### src/kpmd_pkg.sv
// Shared constants for the Kepler point-mass derivative pipeline.
`timescale 1ns / 1ps
`default_nettype none
package kpmd_pkg;

    // GM register: unsigned fixed point, 31 bits
    localparam int GM_W = 31;
    // Reset value of GM: 1.0 in Q15.16
    localparam logic [GM_W-1:0] GM_RESET = GM_W'(65536);

endpackage
`default_nettype wire

### src/kpmd_isqrt.sv
// Pipelined integer square root, one result bit per stage, with a side tag.
`timescale 1ns / 1ps
`default_nettype none
module kpmd_isqrt #(
    parameter int W     = 32,
    parameter int TAG_W = 8
) (
    input  wire logic             clk,
    input  wire logic             rst_n,
    input  wire logic             en,
    input  wire logic             in_valid,
    input  wire logic [2*W-1:0]   in_sq,
    input  wire logic [TAG_W-1:0] in_tag,
    output logic                  out_valid,
    output logic [W-1:0]          out_root,
    output logic [TAG_W-1:0]      out_tag
);
    import kpmd_pkg::*;

    localparam int RW = 2 * W + 2;

    logic [RW-1:0]    rem_reg  [W-1];
    logic [W-1:0]     root_reg [W];
    logic [TAG_W-1:0] tag_reg  [W];
    logic             vld_reg  [W];

    genvar k;
    generate
        for (k = 0; k < W; k++) begin : g_stg
            localparam int B = W - 1 - k;
            logic [RW-1:0]    rem_prev;
            logic [RW-1:0]    trial;
            logic [W-1:0]     root_prev;
            logic [TAG_W-1:0] tag_prev;
            logic             vld_prev;
            logic             take;
            logic [RW-1:0]    rem_next;
            logic [W-1:0]     root_next;

            if (k == 0) begin : g_first
                assign rem_prev  = RW'(in_sq);
                assign root_prev = '0;
                assign tag_prev  = in_tag;
                assign vld_prev  = in_valid;
            end else begin : g_rest
                assign rem_prev  = rem_reg[k-1];
                assign root_prev = root_reg[k-1];
                assign tag_prev  = tag_reg[k-1];
                assign vld_prev  = vld_reg[k-1];
            end

            // (r + 2^B)^2 - r^2 = r*2^(B+1) + 2^(2B)
            assign trial     = (RW'(root_prev) << (B + 1)) + (RW'(1) << (2 * B));
            assign take      = (rem_prev >= trial);
            assign rem_next  = take ? (rem_prev - trial) : rem_prev;
            assign root_next = take ? (root_prev | (W'(1) << B)) : root_prev;

            always_ff @(posedge clk) begin
                if (!rst_n) begin
                    vld_reg[k] <= 1'b0;
                end else if (en) begin
                    vld_reg[k] <= vld_prev;
                end
            end

            always_ff @(posedge clk) begin
                if (en) begin
                    root_reg[k] <= root_next;
                    tag_reg[k]  <= tag_prev;
                end
            end

            if (k < W - 1) begin : g_rem
                always_ff @(posedge clk) begin
                    if (en) begin
                        rem_reg[k] <= rem_next;
                    end
                end
            end
        end
    endgenerate

    assign out_valid = vld_reg[W-1];
    assign out_root  = root_reg[W-1];
    assign out_tag   = tag_reg[W-1];

endmodule
`default_nettype wire

### config.mk
export PLATFORM = sky130hd
export DESIGN_NAME = kpmd_isqrt
export DESIGN_NICKNAME = d
export VERILOG_FILES = /design/src/kpmd_pkg.sv /design/src/kpmd_isqrt.sv
export SDC_FILE = /design/constraint.sdc
export NUM_CORES = 2
export LEC_CHECK = 0
export BUFFER_PORTS_ARGS = -buffer_cell sky130_fd_sc_hd__buf_2
export CAP_MARGIN = 20
export CELL_PAD_IN_SITES_DETAIL_PLACEMENT = 1
export CELL_PAD_IN_SITES_GLOBAL_PLACEMENT = 1
export CORE_UTILIZATION = 40
export CTS_CLUSTER_DIAMETER = 80
export DETAILED_ROUTE_END_ITERATION = 6
export GPL_ROUTABILITY_DRIVEN = 0
export PLACE_DENSITY_LB_ADDON = 0.2
export SETUP_SLACK_MARGIN = 0.5
export SLEW_MARGIN = 10
export SYNTH_ARGS = -nofsm -noshare
export SYNTH_HDL_FRONTEND = slang
export SYNTH_SLANG_ARGS = --single-unit
### constraint.sdc
create_clock -name clk -period 6.9 [get_ports clk]
set_clock_uncertainty 0.15 [all_clocks]
set_input_delay 1.035 -clock clk [delete_from_list [all_inputs] [get_ports clk]]
set_output_delay 1.035 -clock clk [all_outputs]
set_load 0.02 [all_outputs]
## After elaboration in Yosys (flattened, before gate mapping)

Memories as Yosys holds them, arrays and structs flattened.
Index checks and enable logic that the tools add are counted.

- Register bits after elaboration: 0
- RAM bits: 3358
- Input bits: 76
- Output and inout port bits: 41
- Word-level logic and storage cells: 230
- Memories: 4

Memories:

| memory | words | width | rd ports | clocked after memory_dff | wr ports | line | text |
|---|---|---|---|---|---|---|---|
| rem_reg | 31 | 66 | 31 | 0 | 31 | kpmd_isqrt.sv:22 | `logic [RW-1:0] rem_reg [W-1];` |
| root_reg | 32 | 32 | 32 | 0 | 32 | kpmd_isqrt.sv:23 | `logic [W-1:0] root_reg [W];` |
| tag_reg | 32 | 8 | 32 | 0 | 32 | kpmd_isqrt.sv:24 | `logic [TAG_W-1:0] tag_reg [W];` |
| vld_reg | 32 | 1 | 32 | 0 | 32 | kpmd_isqrt.sv:25 | `logic vld_reg [W];` |

- $add $sub $neg: 62
- Order comparisons: 32
- Multiplexer cells: 100
- Bitwise gates (word level): 32

Operators with widths:

| cell | number |
|---|---|
| $mux 66 | 31 |
| $ge 66x34->1 | 1 |
| $ge 66x35->1 | 1 |
| $ge 66x36->1 | 1 |
| $ge 66x37->1 | 1 |
| $ge 66x38->1 | 1 |
| $ge 66x39->1 | 1 |
| $ge 66x40->1 | 1 |
| $ge 66x41->1 | 1 |
| $ge 66x42->1 | 1 |
| $ge 66x43->1 | 1 |
| $ge 66x44->1 | 1 |
| $ge 66x45->1 | 1 |
| $ge 66x46->1 | 1 |
| $ge 66x47->1 | 1 |
| $ge 66x48->1 | 1 |
| $ge 66x49->1 | 1 |
| $ge 66x50->1 | 1 |
| $ge 66x51->1 | 1 |
| $ge 66x52->1 | 1 |
| $ge 66x53->1 | 1 |
| $ge 66x54->1 | 1 |
| $ge 66x55->1 | 1 |
| $ge 66x56->1 | 1 |
| other kinds (104) | 172 |

## Depth between registers and ports, before layout

- Word-level depth: 4
- Gate-level depth with buffers: 14
- Mapped depth without buffers: 12

## Worst setup path before layout

OpenSTA, ideal clock, no wires.

- Kind: register -> register
- Start point: mem rem_reg[11][54] (netlist bit)
- End point: mem rem_reg[12][50] (netlist bit) (data pin)
- Setup time: 0.260 ns
- Arrival time: 3.345 ns
- Required time: 6.490 ns
- Slack: 3.144 ns
- Stages on the path, launching flop included: 10
- Path buffers: 1
- Period minus slack after synthesis: 3.756 ns
- Cell sequence: edfxtp_1 -> or4_4 -> or3_4 -> or4_4 -> or3_1 -> or3_1 -> or3_1 -> o21bai_4 -> buf_6 -> mux2_4

RTL lines:

| element | line |
|---|---|
| start, declared | kpmd_isqrt.sv:22 |

==> results.md <==
* Biggest area consumer among synthesized cells: edfxtp_1
* Critical Path AT at 5.31 ns
* Placed cell areas at 140000 sq um
* CP Buf/Inv Count at 0
* Maximum clock insertion buffer count at 4
* Pre-CTS setup slack at 2.11 ns
* CP dominant cell by count: nor4_1
* GRT busiest layer: met2
* Area contributors post-synth: edfxtp_1 64%, ha_1 5.2%, xor2_1 3.1%
* Clock latency on the worst-skew pair at 0.95 ns
* Maximum Capacitance Violations at 0
* DR WL/cell at 23.7 um
* FFs w/ async S/R, synth at 0
* CTS Hold Bufs at 0
* Design Power at 50.8 mW
* Worst EP required at 7.33 ns
* Global router's overall resource usage at 0.212
* Core Util, Final at 0.452
* Syn nets at 11100
* Met2 usage in global routing at 0.377
* Share of cells above drive strength 1 at 0.0738
* DRT Pass-1 Iters at 6
* GR Util met1 at 0.260
* Initial antenna violation count at 29
* CTS root buf: clkbuf_16
* DRC at 0
* Sequential share of the synthesized area at 0.642
* First-pass GRT wire length at 550 mm
* Ys flop type: edfxtp_1
* Final WS setup at 2.02 ns
* Top cells by count, synth: 2860 x edfxtp_1, 713 x inv_1, 709 x nor2_1
* FP Rows at 212
* Non-filler instance count after layout at 15400
* DIE HEIGHT at 580 um
* Largest net degree at the start of global routing at 192
* Slew headroom at 0.0901
* Final WL at 366 mm
* Post-DRT Antenna Nets at 0
* Initial Utilization at 0.402
* Vias in the first global route at 88400
* Grt total ovfl at 0
* Worst hold slack at 0.133 ns
* Setup TNS at 0 ns
* Critical-path top delay cell: nor4_1
* Leak Pwr at 55.5 nW
* Final nets at 11400
* Seq cells post-synth at 2861
* Crit path cell chain: or4_1 > nor4_1 > nand4_1 > nor4_1 > nor4bb_1 > o221a_2 > nor4_1 > nand3b_1 > xnor2_1
* Core Region at 333000 sq um
* Pwr dens at 337 nW/um^2
* Cts bufs inserted at 322
* Die area at 337000 sq um
* Ys Warns at 0
* Area Growth Syn to Fin at 12.4%
* Yosys top cell area share at 0.642
* Cells after Synth at 10500
* IO Pins at 117
* Drt via density at 5.50
* Tcrit/Tclk final at 0.707
* Count leader, synth: edfxtp_1
* Startpoint Class: flop
* Worst-path clk slew at 0.06 ns
* Final Cell Area at 150000 sq um
* CP max stage delay at 0.85 ns
* Worst min path class: primary input to flop
* Max VDD drop at 0.000203 V
* Vias at 84800
* Syn avg cell area at 12.8 sq um
* Max-slew violations at 0
* Worst-Margin Slew at 1.35 ns
* Post-synth cell types at 90
* Crit path kind: flop to flop
* RSZ-0062 raised after global routing: false
* PortBufs at 116
* Post-cts resize count at 0
* Final Setup Violations at 0
* Die X at 580 um
* Cell area after synthesis at 134000 sq um
* Post-synth EDFFs at 2860
* Fmax at 0.205 GHz
* Final min period at 4.88 ns
* GR Util met3 at 0.0295
* CTS tree: yes
* Worst-path maximum fanout at 21
* Clock Sinks at 2861
* H-tree Lvls at 5
* Placed Instances at 14800
* Hpwl dp at 280 mm
* Crit. End Element: flop
* Iteration-0 DRC Markers at 6208
* Final hold vios at 0
* Post-CTS Setup Bufs at 0
* Max FFs per register at 2045
* Critical path's top delay family: simple AND/OR/NAND/NOR gates
* Status: finished, final reports clean
-- metal layers --
metal  routed length [um]  part of all wire
met1               150000              0.41
met2               184000              0.50
met3                16900             0.046
met4                15400             0.042
met5                   54           0.00015
-- worst reg2reg max path: stages (launching register included) --
cell,delay [ns]
edfxtp_1,0.48
or4_1,0.69
nor4_1,0.59
nand4_1,0.18
nor4_1,0.85
nor4bb_1,0.26
o221a_2,0.34
nor4_1,0.64
nand3b_1,0.18
xnor2_1,0.16
-- power by group --
group | total (mW) | switching (mW) | internal, mW
sequential | 23.6 | 1.81 | 21.8
combinational | 10.2 | 6.37 | 3.81
clock | 17.0 | 7.04 | 9.93
-- cells in the final DEF, fill, tap and decap left out, types with 383 or more instances in the layout --
cell type  instances
inv_1            713
xnor2_1          460
edfxtp_1        2860
nand2_1          644
nor2_1           708
ha_1             558
o21ai_0          431
nor4_1           383
a21oi_1          640
xor2_1           471
-- worst paths after layout --
check | startpoint | to | slack (ns) | depth (start not counted)
min | in_sq[29] | rem_reg[0][29] | 0.13 | 1
min reg2reg | root_reg[0][252] | root_reg[0][284] | 0.24 | 0
max reg2reg | rem_reg[8][35] | rem_reg[9][61] | 2.02 | 9
max | rem_reg[8][35] | rem_reg[9][61] | 2.02 | 9
-- cells by family (layout without fill, tap and decap cells) --
| family | count (synthesis) | in the layout | share of synthesized area |
|---|---|---|---|
| buffers and inverters | 957 | 1504 | 0.0270 |
| AOI/OAI and AO/OA | 1913 | 1913 | 0.0888 |
| muxes | 84 | 84 | 0.00693 |
| other | 0 | 26 | 0 |
| adders and majority gates | 558 | 558 | 0.0522 |
| xor gates and xnor gates | 931 | 931 | 0.0609 |
| and+or+nand+nor | 3156 | 3156 | 0.122 |
| DFF | 2861 | 2861 | 0.642 |
-- layout make-up --
class / count / area [sq um]
clock inverter: 195 / 1990
clock buffer: 391 / 8450
sequential: 2861 / 85900
tap: 4387 / 5490
multi-input combinational: 6642 / 44400
inverter: 720 / 2700
fill: 34200 / 183000
antenna: 26 / 65.1
timing repair buffer: 198 / 1460
(Power assumes the default switching activity.)
